--- src/rtl/core/swqf_pkg.sv ---
package swqf_pkg;

  localparam int unsigned DefaultWindow   = 16;
  localparam int unsigned DefaultChannels = 3;
  localparam int unsigned MaxChannels     = 3;

  localparam int unsigned SampleW  = 16;
  localparam int unsigned OutW     = 32;
  localparam int unsigned CoefW    = 36;
  localparam int unsigned AccW     = 64;
  localparam int unsigned TW       = 48;
  localparam int unsigned RateW    = 32;
  localparam int unsigned CfgIdxW  = 4;
  localparam int unsigned CfgDataW = 32;

  localparam logic [CfgIdxW-1:0] CfgSampleRate  = CfgIdxW'(0);
  localparam logic [CfgIdxW-1:0] CfgDerivOrder  = CfgIdxW'(1);
  localparam logic [RateW-1:0]   RateReset      = RateW'(65536);

  typedef enum logic [1:0] {
    ORD_POS,
    ORD_VEL,
    ORD_ACC,
    ORD_ZERO
  } deriv_order_e;

  typedef enum logic [1:0] {
    CK_POS,
    CK_VEL,
    CK_ACC
  } coef_kind_e;

  typedef enum logic [2:0] {
    OP_POS,
    OP_P16,
    OP_VEL,
    OP_ACC,
    OP_T
  } scale_op_e;

  typedef enum logic [2:0] {
    S_IDLE,
    S_TAPS,
    S_DRAIN,
    S_GO,
    S_WAIT,
    S_OUT
  } state_e;

  typedef struct packed {
    logic      acc_clr;
    logic      acc_en;
    logic      sc_start;
    scale_op_e op;
  } lane_ctrl_t;

  // restoring division to q.32, rounded half away from zero
  function automatic logic signed [63:0] rdiv(logic signed [63:0] num, logic [63:0] den);
    logic        neg;
    logic [63:0] mag;
    logic [63:0] r;
    logic [63:0] q;
    neg = num[63];
    mag = neg ? 64'(-num) : 64'(num);
    r   = '0;
    q   = '0;
    for (int i = 63; i >= 0; i--) begin
      r = {r[62:0], mag[i]};
      q = {q[62:0], 1'b0};
      if (r >= den) begin
        r    = r - den;
        q[0] = 1'b1;
      end
    end
    for (int i = 0; i < 32; i++) begin
      r = {r[62:0], 1'b0};
      q = {q[62:0], 1'b0};
      if (r >= den) begin
        r    = r - den;
        q[0] = 1'b1;
      end
    end
    if ({r[62:0], 1'b0} >= den) begin
      q = q + 64'd1;
    end
    return neg ? -$signed(q) : $signed(q);
  endfunction

  // fit coefficient for tap k, centred variable u = 2k - (window - 1)
  function automatic logic signed [CoefW-1:0] coef_at(int unsigned window, int unsigned k,
                                                      coef_kind_e kind);
    longint             u2;
    longint             u4;
    longint             d;
    longint             u;
    longint             s;
    longint             c;
    logic signed [63:0] res;
    u2 = 0;
    u4 = 0;
    for (int unsigned j = 0; j < window; j++) begin
      u  = 2 * longint'(j) - longint'(window) + 1;
      u2 = u2 + u * u;
      u4 = u4 + u * u * u * u;
    end
    d = longint'(window) * u4 - u2 * u2;
    u = 2 * longint'(k) - longint'(window) + 1;
    s = u * u;
    c = longint'(window) * s - u2;
    case (kind)
      CK_POS:  res = rdiv(u4 - u2 * s + c, 64'(d)) + rdiv(u, 64'(u2));
      CK_VEL:  res = rdiv(2 * u, 64'(u2)) + rdiv(4 * c, 64'(d));
      default: res = rdiv(8 * c, 64'(d));
    endcase
    return res[CoefW-1:0];
  endfunction

endpackage

--- src/rtl/core/swqf_window_mem.sv ---
module swqf_window_mem import swqf_pkg::*; #(
  parameter int unsigned Window   = DefaultWindow,
  parameter int unsigned Channels = DefaultChannels,
  localparam int unsigned AddrW   = $clog2(Window),
  localparam int unsigned DataW   = Channels * SampleW
) (
  input  logic             clk_i,
  input  logic             we_i,
  input  logic [AddrW-1:0] waddr_i,
  input  logic [DataW-1:0] wdata_i,
  input  logic [AddrW-1:0] raddr_i,
  output logic [DataW-1:0] rdata_o
);

  logic [DataW-1:0] mem_q [Window];
  logic [DataW-1:0] rdata_q;

  always_ff @(posedge clk_i) begin
    if (we_i) begin
      mem_q[waddr_i] <= wdata_i;
    end
    rdata_q <= mem_q[raddr_i];
  end

  assign rdata_o = rdata_q;

endmodule

--- config.mk ---
export PLATFORM = sky130hd
export DESIGN_NAME = swqf_window_mem
export DESIGN_NICKNAME = d
export VERILOG_FILES = /design/src/rtl/core/swqf_pkg.sv /design/src/rtl/core/swqf_window_mem.sv
export SDC_FILE = /design/constraint.sdc
export NUM_CORES = 1
export LEC_CHECK = 0
export BUFFER_PORTS_ARGS = -buffer_cell sky130_fd_sc_hd__clkbuf_2
export CELL_PAD_IN_SITES_DETAIL_PLACEMENT = 2
export CELL_PAD_IN_SITES_GLOBAL_PLACEMENT = 2
export CORE_ASPECT_RATIO = 1.1
export CORE_MARGIN = 4
export CORE_UTILIZATION = 50
export DETAILED_ROUTE_END_ITERATION = 12
export GPL_TIMING_DRIVEN = 0
export PLACE_DENSITY = 0.89
export SLEW_MARGIN = 20
export SYNTH_ARGS = -nofsm -noshare
export SYNTH_HDL_FRONTEND = slang
export SYNTH_SLANG_ARGS = --single-unit
--- constraint.sdc ---
create_clock -name clk_i -period 6.7 [get_ports clk_i]
set_clock_uncertainty 0.2 [all_clocks]
set_input_delay 0.335 -clock clk_i [delete_from_list [all_inputs] [get_ports clk_i]]
set_output_delay 0.335 -clock clk_i [all_outputs]
set_load 0.1 [all_outputs]
# Word level (Yosys, flattened, before mapping)
# Memory sizes are Yosys's and may differ from the RTL's. A register that Yosys moved wholly into a read port is not among the register bits.
# Cells that the tools add are included.
# classes
n_lt_le_gt_ge,0
eq_ne,0
multipliers,0
n_mux,2
n_div,0
shift,0
n_addsub,0
n_reduce_logical,0
n_bitwise,0
# op_table
op,count
$mux W1,2
# word_totals
latchBits,0
ram_bits,768
rom_bits,0
mem_count,1
regBits,0
elab_cells,3
# mem_list
memory,words,word_bits,read_ports,rd_ports_with_merged_regs,wr,line_no,source
mem_q,16,48,1,1,1,swqf_window_mem.sv:15,logic [DataW-1:0] mem_q [Window];

# Longest topological paths before layout
# logic_depth
word_depth,2
mapped_depth,6
mapped_depth_nobuf,3

# Worst setup path before layout
# OpenSTA, ideal clock, no wires.
# synth_path
path_type,in2reg
startpoint,in waddr_i[2]
endpoint,"mem mem_q[0][0] in the netlist's numbering, enable pin"
stages,2
slack_ps,1861
arrival_time_ps,4126
setup_time_ps,513
t_required_ps,5987
cell_sequence,or3b_2 -> nor3_1
# synth_lines
element,line_no,source
"start, declared",swqf_window_mem.sv:9,"input logic [AddrW-1:0] waddr_i,"
"end, declared",swqf_window_mem.sv:15,
# No word-level cell before the write port.

# Worst setup path after layout
# layout_path
startpoint,in waddr_i[2]
endpoint,"mem mem_q[0][10] in the netlist's numbering, enable pin"
# No word-level cell before the write port.

==> reports/metrics.csv <==
metric;value;unit
grt_max_degree;20;
routed_via_density;6.76;
intPower;8.52;mW
yosysMostFrequentCell;edfxtp_1;
initial_core_util;50.6;%
avgSynthCellArea;23.9;sq um
combPwrFrac;7.6;%
ys_seq_elements;816;
antenna_found_initial;15;
num_vias;15900;
reg2regPathDepth;3;
worstPathRequired;6.82;ns
grt_busiest_layer;met2;
io_buffers;103;
grt_pass1_vias;16900;
r2r-start;mem_q[10][15];
wl_per_cell;44.5;microns
clkSinkCount;816;
ff2ff_setup_slack;4.87;ns
hold_path.class;in -> reg;
rsz0062_at_grt;false;
ant_nets;0;
fin_crit;2.49;ns
drc;0;
met3_usage;9.03;%
die-area;63400;sq um
htree_levels;3;
ios;106;
core;58600;sq um
dpl.hpwl;63.8;mm
grt_usage;33.3;%
dieHeight;264;microns
place_congestion;0.714;
syn_inst;1242;
status;completed;
area.growth.synth_to_final;18.5;%
stdcell_count;2357;
die_x;240;microns
grt_pass1_wl;144;mm
numPlacedInstances;2162;
slew_violations;0;
ys_warn_count;0;
grtUsageMet2;53.6;%
reg2reg_to;rdata_o[15];
first_pass_iters;5;
synthArstFlopShare;0;%
period_share;37.2;%
tritoncts;done;
yosys-top-cells-area;edfxtp_1 (78%), mux4_2 (15%), dfxtp_1 (3.2%);
p_total;11.4;mW
fin_area;35200;sq um
synth_flop_cell;edfxtp_1;
worst_hold_path.endpoint;mem_q[8][35];
netlist_top_cells_count;edfxtp_1 (768), mux4_2 (192), a22oi_1 (96), nand2_1 (49), dfxtp_1 (48);
synth_area_leader_cell;edfxtp_1;
placed_area;32200;sq um
grt_overflow_total;0;
cp-start-kind;input port;
drive_gt1_share;32.5;%
gr-usage-met1;44.7;%
vdd_drop_max;248;uV
hp-start;waddr_i[0];
path_clk_slew;0.06;ns
clockBufferDepth;3;
cts_root_buf;clkbuf_16;
drt-initial-drc-count;2436;
drv_cap;0;
min_path_cells;2;
synth_cell_types;17;
cp-end-kind;flip-flop;
netlist.area_leader.share;77.7;%
clk-insertion-delay-late;0.67;ns
rows;93;
synthesis.area;29700;sq um
synth_edf_count;768;
finalHoldViolations;0;
post-cts-setup-buffers;0;
crit_arrival;2.61;ns
setup_viol;0;
post_cts_resized;0;
critPathMaxFanout;9;
power_density;323;nW/um^2
tightest_slew;1.08;ns
fmax;401;MHz
layout.nets;1584;
critPathKind;in -> reg;
syn-num-nets;1300;
max_slew_margin;28.2;%
postCtsHoldBufs;40;
pwr-share-clk;41.6;%
p_leak;11.5;nW
power_frac_seq;50.8;%
numCtsBuffers;82;
yosysSeqAreaShare;80.9;%
routed_wl;105;mm
utilization;60.0;%
power.switching;2.83;mW
swShare;25.0;%
==> critical path, cell delays in order <==
cell and delay (ns):
clkbuf_2 0.12, or3b_2 0.62, nor3_2 0.53, buf_4 0.34, buf_6 0.18, buf_4 0.20, buf_4 0.26
==> worst max path at each step <==
stage	to	cells after the start	start
floorplan	mem_q[0][0]	2	waddr_i[2]
global route	mem_q[0][4]	7	waddr_i[2]
global placement	mem_q[4][10]	3	waddr_i[3]
CTS	mem_q[0][7]	7	waddr_i[2]
detailed placement	mem_q[0][10]	7	waddr_i[2]
finish	mem_q[0][10]	7	waddr_i[2]
==> layer usage <==
| metal | wire (microns) | share of wire [%] | vias to the layer above |
|---|---|---|---|
| met3 | 11700 | 11 | 206 |
| met1 | 38500 | 37 | 8649 |
| met4 | 3310 | 3.2 | 12 |
| li1 | - | - | 5903 |
| met2 | 51400 | 49 | 1171 |
| met5 | 67 | 0.064 | - |
==> per-stage QoR <==
stage / TNS, ns / hold WS (ns) / setup WS, ns
after CTS: 0 / 0.0217 / 4.25
after global routing: 0 / 0.0437 / 4.18
after detailed placement: 0 / 0.484 / 3.67
after global placement: -332.05 / 0.452 / -1.85
final: 0 / 0.0593 / 4.21
after floorplan: 0 / 0.234 / 1.86
==> layout by cell type (no fill, tap or decap), drive strengths merged, types with 6 or more instances in the layout <==
cell           n
clkinvlp       6
a22oi         96
dlygate4sd3   40
dfxtp         48
buf           92
nand2         49
clkinv        22
edfxtp       768
mux4         192
clkbuf       247
nor2          13
==> kinds of logic (layout without fill, tap and decap cells) <==
group,count (synthesis),count (layout),synth area share (%)
other,0,2,0
multiplexers,192,192,14.6
buffers and inverters,63,416,1.06
flip-flops,816,816,80.9
AND/OR/NAND/NOR,75,75,1.05
AO/OA/AOI/OAI,96,96,2.43
==> cell type report <==
| class | count | area [sq um] |
|---|---|---|
| sequential | 816 | 24000 |
| fill | 4557 | 23400 |
| multi-input combinational | 363 | 5470 |
| clock buffer | 116 | 2310 |
| timing repair buffer | 200 | 1800 |
| tap | 760 | 951 |
| clock inverter | 37 | 332 |
| buffer | 63 | 314 |
| antenna | 2 | 5.00 |
==> sequential cells by signal, summed over array words and instances (netlist names) <==
signal,count
mem_q,768
rdata_o,48
==> power by group through the flow <==
stage,Clock (mW),Combinational (mW),Sequential (mW)
3_5_place_dp,0,0.826,5.87
2_1_floorplan,0,0.271,6.09
5_1_grt,4.99,0.890,5.77
6_report,4.72,0.863,5.77
3_3_place_gp,0,0.732,5.85
4_1_cts,4.74,0.861,5.77
(Power assumes the default switching activity.)
