File: src/rtl/core/swqf_pkg.sv
package swqf_pkg;

  localparam int unsigned DefaultWindow   = 16;
  localparam int unsigned DefaultChannels = 3;
  localparam int unsigned MaxChannels     = 3;

  localparam int unsigned SampleW  = 16;
  localparam int unsigned OutW     = 32;
  localparam int unsigned CoefW    = 36;
  localparam int unsigned AccW     = 64;
  localparam int unsigned TW       = 48;
  localparam int unsigned RateW    = 32;
  localparam int unsigned CfgIdxW  = 4;
  localparam int unsigned CfgDataW = 32;

  localparam logic [CfgIdxW-1:0] CfgSampleRate  = CfgIdxW'(0);
  localparam logic [CfgIdxW-1:0] CfgDerivOrder  = CfgIdxW'(1);
  localparam logic [RateW-1:0]   RateReset      = RateW'(65536);

  typedef enum logic [1:0] {
    ORD_POS,
    ORD_VEL,
    ORD_ACC,
    ORD_ZERO
  } deriv_order_e;

  typedef enum logic [1:0] {
    CK_POS,
    CK_VEL,
    CK_ACC
  } coef_kind_e;

  typedef enum logic [2:0] {
    OP_POS,
    OP_P16,
    OP_VEL,
    OP_ACC,
    OP_T
  } scale_op_e;

  typedef enum logic [2:0] {
    S_IDLE,
    S_TAPS,
    S_DRAIN,
    S_GO,
    S_WAIT,
    S_OUT
  } state_e;

  typedef struct packed {
    logic      acc_clr;
    logic      acc_en;
    logic      sc_start;
    scale_op_e op;
  } lane_ctrl_t;

  // restoring division to q.32, rounded half away from zero
  function automatic logic signed [63:0] rdiv(logic signed [63:0] num, logic [63:0] den);
    logic        neg;
    logic [63:0] mag;
    logic [63:0] r;
    logic [63:0] q;
    neg = num[63];
    mag = neg ? 64'(-num) : 64'(num);
    r   = '0;
    q   = '0;
    for (int i = 63; i >= 0; i--) begin
      r = {r[62:0], mag[i]};
      q = {q[62:0], 1'b0};
      if (r >= den) begin
        r    = r - den;
        q[0] = 1'b1;
      end
    end
    for (int i = 0; i < 32; i++) begin
      r = {r[62:0], 1'b0};
      q = {q[62:0], 1'b0};
      if (r >= den) begin
        r    = r - den;
        q[0] = 1'b1;
      end
    end
    if ({r[62:0], 1'b0} >= den) begin
      q = q + 64'd1;
    end
    return neg ? -$signed(q) : $signed(q);
  endfunction

  // fit coefficient for tap k, centred variable u = 2k - (window - 1)
  function automatic logic signed [CoefW-1:0] coef_at(int unsigned window, int unsigned k,
                                                      coef_kind_e kind);
    longint             u2;
    longint             u4;
    longint             d;
    longint             u;
    longint             s;
    longint             c;
    logic signed [63:0] res;
    u2 = 0;
    u4 = 0;
    for (int unsigned j = 0; j < window; j++) begin
      u  = 2 * longint'(j) - longint'(window) + 1;
      u2 = u2 + u * u;
      u4 = u4 + u * u * u * u;
    end
    d = longint'(window) * u4 - u2 * u2;
    u = 2 * longint'(k) - longint'(window) + 1;
    s = u * u;
    c = longint'(window) * s - u2;
    case (kind)
      CK_POS:  res = rdiv(u4 - u2 * s + c, 64'(d)) + rdiv(u, 64'(u2));
      CK_VEL:  res = rdiv(2 * u, 64'(u2)) + rdiv(4 * c, 64'(d));
      default: res = rdiv(8 * c, 64'(d));
    endcase
    return res[CoefW-1:0];
  endfunction

endpackage

File: src/rtl/core/swqf_coef_rom.sv
module swqf_coef_rom import swqf_pkg::*; #(
  parameter int unsigned Window = DefaultWindow,
  localparam int unsigned TapW  = $clog2(Window)
) (
  input  logic                    clk_i,
  input  logic [TapW-1:0]         tap_i,
  input  logic                    acc_sel_i,
  output logic signed [CoefW-1:0] pos_o,
  output logic signed [CoefW-1:0] der_o
);

  logic signed [CoefW-1:0] pos_tab [Window];
  logic signed [CoefW-1:0] vel_tab [Window];
  logic signed [CoefW-1:0] acc_tab [Window];
  logic signed [CoefW-1:0] pos_q;
  logic signed [CoefW-1:0] der_q;

  for (genvar k = 0; k < Window; k++) begin : g_tab
    assign pos_tab[k] = coef_at(Window, k, CK_POS);
    assign vel_tab[k] = coef_at(Window, k, CK_VEL);
    assign acc_tab[k] = coef_at(Window, k, CK_ACC);
  end

  always_ff @(posedge clk_i) begin
    pos_q <= pos_tab[tap_i];
    der_q <= acc_sel_i ? acc_tab[tap_i] : vel_tab[tap_i];
  end

  assign pos_o = pos_q;
  assign der_o = der_q;

endmodule

File: config.mk
export PLATFORM = sky130hd
export DESIGN_NAME = swqf_coef_rom
export DESIGN_NICKNAME = d
export VERILOG_FILES = /design/src/rtl/core/swqf_pkg.sv /design/src/rtl/core/swqf_coef_rom.sv
export SDC_FILE = /design/constraint.sdc
export NUM_CORES = 1
export LEC_CHECK = 0
export BUFFER_PORTS_ARGS = -buffer_cell sky130_fd_sc_hd__buf_2
export CAP_MARGIN = 25
export CELL_PAD_IN_SITES_DETAIL_PLACEMENT = 0
export CELL_PAD_IN_SITES_GLOBAL_PLACEMENT = 2
export CORE_MARGIN = 8
export CORE_UTILIZATION = 31
export DETAILED_ROUTE_END_ITERATION = 6
export PLACE_DENSITY = 0.93
export SLEW_MARGIN = 20
export SYNTH_ARGS = -nofsm -noshare
export SYNTH_HDL_FRONTEND = slang
export SYNTH_SLANG_ARGS = --single-unit
File: constraint.sdc
create_clock -name clk_i -period 2.6 [get_ports clk_i]
set_clock_uncertainty 0.1 [all_clocks]
set_input_delay 0.13 -clock clk_i [delete_from_list [all_inputs] [get_ports clk_i]]
set_output_delay 0.13 -clock clk_i [all_outputs]
set_load 0.05 [all_outputs]
# Yosys cells after proc, flatten, opt, wreduce, memory -nomap -nowiden
# Memories as Yosys holds them, arrays and structs flattened. A register that Yosys moved wholly into a read port is not among the register bits.
# Index checks and enable logic that the tools add are counted.
# totals
romBits,1728
inputBits,6
mem_bits_rw,0
mem_count,3
output_inout_bits,72
latchBits,0
register_bits,36
# op_classes
bitwise,1
n_reduce_logical,0
n_eq_ne,0
shifts,0
multipliers,0
order_cmp,1
add_sub_neg,0
n_mux,5
div,0
# memory_table
name,words,width,read_ports,rd_ports_with_merged_regs,write_ports,line_no,source
(name not given),16,36,1,0,0,swqf_coef_rom.sv:26,der_q <= acc_sel_i ? acc_tab[tap_i] : vel_tab[tap_i];
(name not given),16,36,1,0,0,swqf_coef_rom.sv:26,
(name not given),16,36,1,1,0,swqf_coef_rom.sv:25,pos_q <= pos_tab[tap_i];
# ops
cell,n
2-to-1 mux 36 bit,5
">= comparator 5 bit, second input constant",1
NOT 4 -> 5 bit,1

# Longest topological paths before layout
# Gate-level depths: netlist (run 1).
# logic_depth
depth_word,5
ltp_mapped,8
mapped_depth_nobuf,6

# Least setup slack after synthesis (run 1)
# Ideal clock, no wire load.
# synth_path
path_kind,in2reg
startpoint,input tap_i[1]
endpoint,register der_q[1] (netlist: der_o[1])
required_ps,2366
stages,6
slack_ps,864
path_buffers,2
t_arrival_ps,1502
cell_sequence,buf_2 inv_1 ha_1 buf_2 a21boi_0 mux4_2
# synth_between
elab_chain_cells,5
# synth_lines
element,line_no,source
start: declaration,swqf_coef_rom.sv:6,"input logic [TapW-1:0] tap_i,"
NOT 4 -> 5 bit (not written as such) (*),swqf_coef_rom.sv:26,
memory read (16 x 36 bit),n/a,
2-to-1 mux 36 bit (not written as such) (2 in series),swqf_coef_rom.sv:26,
2-to-1 mux 36 bit (*),swqf_coef_rom.sv:26,
end signal: assignment,swqf_coef_rom.sv:26,
end: declaration,swqf_coef_rom.sv:16,logic signed [CoefW-1:0] der_q;
# Mark *: on every way between the ends. The rest lies on a longest branch, timed or not. The select of a mux whose other input is x is not followed.

# Final worst setup path (run 1)
# layout_path
startpoint,input tap_i[1]
endpoint,register der_q[13] (netlist: der_o[13])
# Same word-level chain as after synthesis.

==> results of run 1 <==
==> synth_stat cells, types with 3 or more instances <==
master | n | area, sq um
clkbuf_1 | 6 | 22.5
ha_1 | 13 | 163
xnor2_1 | 3 | 26.3
mux2i_1 | 3 | 30.0
dfxtp_1 | 42 | 841
nand3_1 | 3 | 15.0
buf_4 | 31 | 233
inv_1 | 12 | 45.0
o31ai_1 | 4 | 30.0
nor2b_1 | 7 | 43.8
o21ai_0 | 24 | 120
mux2_2 | 4 | 45.0
o21a_1 | 6 | 45.0
a21oi_1 | 30 | 150
nand2b_1 | 7 | 43.8
a211oi_1 | 4 | 30.0
o211ai_1 | 3 | 22.5
nor3_1 | 10 | 50.1
nor2_1 | 26 | 97.6
a31oi_1 | 3 | 18.8
o22ai_1 | 4 | 25.0
nand2_1 | 23 | 86.3
buf_2 | 17 | 85.1
o221ai_1 | 3 | 26.3
==> layer usage <==
layer	GRT usage (%)	part of all wire [%]	vias to the layer above
li1	-	-	1148
met1	16.3	44	1056
met2	20.2	46	98
met3	3.99	8.2	10
met4	5.63	2.0	0
met5	0	0	-
==> power by group through the flow <==
stage                     Sequential, W  Clock [W]  Combinational (W)
final                          0.000738   0.000449           0.000822
after global routing           0.000750   0.000493           0.000872
after CTS                      0.000740   0.000466           0.000826
after detailed placement       0.000755          0           0.000824
after global placement         0.000754          0           0.000827
after floorplan                 0.00101          0           0.000434
==> worst max-delay path, cell delays in order <==
cell      delay (ps)
buf_2            110
inv_1            290
ha_1             410
nor2_1           330
nor3_1            90
a311oi_1         430
a21o_1           130
==> stage by stage <==
stage          util [%]  instance area, sq um  worst slack (ps)  total power (W)
2_1_floorplan         -                  2540               864          0.00145
3_3_place_gp       34.6                  2800               486          0.00158
3_5_place_dp       34.6                  2800               531          0.00158
6_report           35.7                  2890               827          0.00201
4_1_cts            35.7                  2890               841          0.00203
5_1_grt            35.7                  2890               684          0.00211
==> final timing paths <==
kind | from | endpoint | slack [ps] | cells past startpoint
setup / recovery | tap_i[1] | der_o[13]$_DFF_P_ | 830 | 7
hold / removal | acc_sel_i | der_o[20]$_DFF_P_ | 150 | 2
==> flip-flops by register name (all words and copies together) (netlist names) <==
name / cells
der_o: 28
pos_o: 14
==> final cells by class <==
type                    instances  area [sq um]  share of cell area (%)
repair buffers                 87           473                    16.3
inverters                      12          45.0                    1.56
well taps                     105           131                    4.54
clock inverters                 2          12.5                   0.433
multi-input cells             208          1310                    45.2
clock buffers                   6          82.6                    2.85
flip-flops and latches         42           841                    29.1
==> cell families after synthesis <==
| logic type | count (synthesis) |
|---|---|
| and+or+nand+nor | 82 |
| DFF | 42 |
| adders and majority gates | 14 |
| xor gates and xnor gates | 4 |
| buffers and inverters | 68 |
| muxes | 8 |
| AOI/OAI and AO/OA | 100 |
==> run metrics, run 1 <==
Mapped Cells 318; Sw Ratio 44.4%; wire per inst 15.8 um; outcome completed; die area 11400 sq um; Psw 0.000893 W; CTS tree done; # Post-CTS Setup Buffers 0; Worst EP arrival 1930 ps; Sink Count 42; number of CTS-inserted buffers 5; Crit. End Element flop; largest net degree at the start of global routing 40; clock root buffer clkbuf_8; simple-gate share of the synthesized area 14.7%; Synth Area in XOR/XNOR 1.38%; DRT Pass-1 Iters 4; Layout area overhead 13.8%; synthesized area 2540 sq um; layout cells sized above 1 28.9%; Synth Area in Adders 6.79%; Post-synth EDFFs 0; Final Max Slew Viols 0; GP Congestion 0.910; initial antenna violation count 0; Final Hold Viols 0; Ys Warns 0; clock network power share 22.4%; RSZ-0062 raised after global routing false; Ports 78; CTS hold repair buffers 0; MaxCap Viol Count 0; Logic pwr share 40.9%; Seq/Total Area, Yosys 33.1%; Slew @ Worst Pin 608 ps; Detail Placement HPWL 5.26 mm; drt total wl 7.31 mm; crit share post-route 68.2%; initial core utilization 31.4%; type of the worst setup path in2reg; largest family of logic cells by synthesized area compound AO/OA/AOI/OAI gates; worst path required time 2760 ps; GRT Resource Usage Total 13.0%; n_diodes 0; CTS-repair resized insts 0; fin crit period 1770 ps; Die Wd 107 um; Fin Hold WS 152 ps; # setup viols final 0; final-layout fill cell count 882; Mapped Nets 337; Layout Cells excl Fill 462; number of port buffers 77; Std-Cell Rows 33; via count 2312; Max-slew headroom 59.5%; first-pass GRT wire length 12.0 mm; commonest non-fill, non-tap cell in the layout buf_2; Leakage 1.28 nW; Worst VDD drop 0.174 mV; Die Ht 107 um; Main synth FF type dfxtp_1; sequential fraction of design power 36.7%; Final #Nets 375; Via-to-Cell Ratio 5.00; Inst Count DP 454; asr flop ratio synth 0%; ANT nets after route 0; # DRC 0; vias in the first global route 2289; mux contribution to synthesized area 3.84%; Synth Area in Compound Gates 24.7%; htree depth 2; Synth Register Bits 42; pwr dens 695 nW/um^2; worst hold-check path type in2reg; post-synthesis cell type count 45; Critical Path Fanout Max 10; CORE AREA 8090 sq um; Setup TNS 0 ps; leading cell types in the layout, fill and taps excluded 77 x buf_2, 42 x dfxtp_1, 30 x a21oi_1; max frequency 564 MHz; clk buf depth 2; synthesized area per cell 7.99 sq um; total gr overflow 0; 1st-iter DRT viols 315; clock-pin slew on the worst setup and hold paths 90 ps; kind of start point of the critical path primary input; Int Pwr 0.00112 W
No activity file was read; power rests on OpenSTA's default activity.
==> run 2: changes to the inputs <==
--- a/config.mk
+++ b/config.mk
@@ -5,14 +5,15 @@
 export SDC_FILE = /design/constraint.sdc
 export NUM_CORES = 1
 export LEC_CHECK = 0
+export ABC_AREA = 1
 export BUFFER_PORTS_ARGS = -buffer_cell sky130_fd_sc_hd__buf_2
 export CAP_MARGIN = 25
 export CELL_PAD_IN_SITES_DETAIL_PLACEMENT = 0
 export CELL_PAD_IN_SITES_GLOBAL_PLACEMENT = 2
 export CORE_MARGIN = 8
-export CORE_UTILIZATION = 31
+export CORE_UTILIZATION = 28
 export DETAILED_ROUTE_END_ITERATION = 6
-export PLACE_DENSITY = 0.93
+export PLACE_DENSITY = 0.88
 export SLEW_MARGIN = 20
 export SYNTH_ARGS = -nofsm -noshare
 export SYNTH_HDL_FRONTEND = slang
==> constraint.sdc (replaced) <==
create_clock -name clk_i -period 1.7 [get_ports clk_i]
set_clock_uncertainty 0.1 [all_clocks]
set_input_delay 0.085 -clock clk_i [delete_from_list [all_inputs] [get_ports clk_i]]
set_output_delay 0.085 -clock clk_i [all_outputs]
set_load 0.05 [all_outputs]
==> run 2 against run 1 <==
Against the previous run:
- first-iteration DRC count shrank 57%
- global-route usage shrank 0.32 points
- die area up 6.4%
- non-clock buffer count decreased by 2
- largest cell class unchanged
- largest power group unchanged
- highest routed layer unchanged
==> run metrics, run 2 <==
Crit. End Element flop; M3 GR Usage 3.05% (-0.94 points); post-synth top area cell dfxtp_1; asr flop ratio synth 0% (unchanged); largest net degree at the start of global routing 29 (-28%); worst path required time 1800 ps (-960 ps); ANT nets after route 0 (unchanged); slowest cell on the critical path ha_1; Design Power 0.00315 W (+57%); Seq/Total Area, Yosys 34.1% (+0.97 points); Slew @ Worst Pin 426 ps (-182 ps); n_diodes 0 (unchanged); Top cell by count, worst path nor2_1; GRT Resource Usage Total 12.7% (-0.32 points); layout cells sized above 1 31.8% (+3.0 points); Worst VDD drop 0.354 mV (+100%); synthesized area 2470 sq um (-2.9%); Layout area overhead 13.8% (about the same); Leakage 1.48 nW (+15%); CP delay by family, top buffers and inverters; CTS-repair resized insts 0 (unchanged); RSZ-0062 raised after global routing false; clk buf depth 2 (unchanged); worst hold-check path type in2reg; via count 2272 (-1.7%); Sink Count 42 (unchanged); Final Hold Viols 0 (unchanged); CTS hold repair buffers 0 (unchanged); total gr overflow 0 (unchanged); Via-to-Cell Ratio 4.66 (-7.0%); clock root buffer clkbuf_8; Final #Nets 398 (+6.1%); initial antenna violation count 0 (unchanged); crit path cell chain buf_2 > inv_4 > ha_1 > inv_1 > nor2_1 > nor2_1 > a21boi_1; Die Wd 110 um (+3.1%); post-synth top area share 34.1% (+0.97 points); crit-path max cell delay 410 ps (-20 ps); wire per inst 15.4 um (-3.0%); # setup viols final 0 (unchanged); Ys Warns 0 (unchanged); Main synth FF type dfxtp_1; leading cell types in the layout, fill and taps excluded 93 x nand2_1, 77 x buf_2, 42 x nand3_1, 42 x dfxtp_1, 21 x nor2_1; Synth Register Bits 42 (unchanged); count leader, synth nand2_1; # Post-CTS Setup Buffers 0 (unchanged); 1st-iter DRT viols 135 (-57%); worst path bufs/invs 3 (+1); Die Ht 110 um (+3.1%); post-synthesis cell type count 32 (-29%); final core occ 32.5% (-3.2 points); GP Congestion 0.902 (-0.86%); number of port buffers 77 (unchanged); Setup TNS 0 ps (unchanged); Critical Path Fanout Max 10 (unchanged); kind of start point of the critical path primary input; DRT Pass-1 Iters 4 (unchanged); MaxCap Viol Count 0 (unchanged); fin crit period 1290 ps; Ports 78 (unchanged); commonest non-fill, non-tap cell in the layout nand2_1; vias in the first global route 2242 (-2.1%); CTS tree done; number of CTS-inserted buffers 5 (unchanged); met2 Use GR 19.7% (-0.42 points); pwr dens 1120 nW/um^2 (+61%); Post-synth EDFFs 0 (unchanged); Synth area leaders dfxtp_1 34%, nand2_1 14%, buf_4 10%, nand3_1 8.5%, ha_1 6.6%; initial core utilization 28.6% (-2.8 points); Std-Cell Rows 34 (+3.0%); grt met1 use 17.0% (+0.69 points); synthesized area per cell 7.44 sq um (-7.0%); crit share post-route 76.1%; Detail Placement HPWL 5.71 mm (+8.6%); outcome completed; Post-synth top cells 93 x nand2_1, 42 x dfxtp_1, 42 x nand3_1; die area 12100 sq um (+6.4%); Mapped Cells 332 (+4.4%); type of the worst setup path in2reg; Worst EP arrival 1400 ps (-530 ps); first-pass GRT wire length 12.0 mm (unchanged); drt total wl 7.49 mm (+2.5%); # DRC 0 (unchanged); CORE AREA 8640 sq um (+6.7%); Final Max Slew Viols 0 (unchanged); GRT busiest layer met2; Mapped Nets 351 (+4.2%); htree depth 2 (unchanged); Max-slew headroom 71.6% (+12 points); max reg flops 28 (unchanged); max frequency 773 MHz; clock-pin slew on the worst setup and hold paths 90 ps (about the same)
-- run 2: changes by cell type in the layout (fill, tap and decap cells not counted), sizes merged, moves of 4 or more --
cell	delta
nand2	+84
nand3	+42
a21oi	-22
o21ai	-15
nor3	-8
inv	+7
nand2b	-7
nor2b	-7
o21a	-5
a211oi	-4
mux2	-4
o22ai	-4
-- run 2: cells by family (layout without fill, tap and decap cells) --
| family | count (synthesis) | in the layout | share of synthesized area, % |
|---|---|---|---|
| adder cells (fa/ha/maj) | 13 | 13 | 6.59 |
| buffers and inverters | 64 | 112 | 17.4 |
| AND/OR/NAND/NOR | 183 | 183 | 33.7 |
| AO/OA/AOI/OAI | 30 | 30 | 8.31 |
| flip-flops | 42 | 42 | 34.1 |
-- run 2: cell type report --
cell class / count / area [sq um]
fillers: 970 / 5830
multi-input cells: 226 / 1200
flip-flops and latches: 42 / 841
repair buffers: 85 / 445
well taps: 108 / 135
inverters: 19 / 78.8
clock buffers: 6 / 72.6
clock inverters: 2 / 37.5
-- run 2: where the power goes --
part | internal, W | switching (W) | leakage, nW
combinational | 0.000248 | 0.000971 | 1.07
sequential | 0.00109 | 0.0000377 | 0.354
clock | 0.000439 | 0.000363 | 0.0514
-- run 2: routing by layer --
metal / vias up / wire length [um]
met3: 10 / 782
met2: 110 / 3330
met1: 1021 / 3270
met4: 0 / 103
li1: 1131 / -
met5: - / 0
-- run 2: worst paths after layout --
kind,slack (ps),depth (start not counted),to,start
worst max-delay path,410,7,pos_o[22]$_DFF_P_,tap_i[0]
worst min-delay path,4,3,pos_o[34]$_DFF_P_,tap_i[3]
-- run 2: per-stage QoR --
step	area (sq um)	std cells	hold WS (ps)	setup WS (ps)
2_1_floorplan	2470	332	211	398
3_3_place_gp	2700	480	321	152
3_5_place_dp	2700	480	330	117
4_1_cts	2810	488	6.79	432
5_1_grt	2810	488	26.4	284
6_report	2810	488	4.12	406
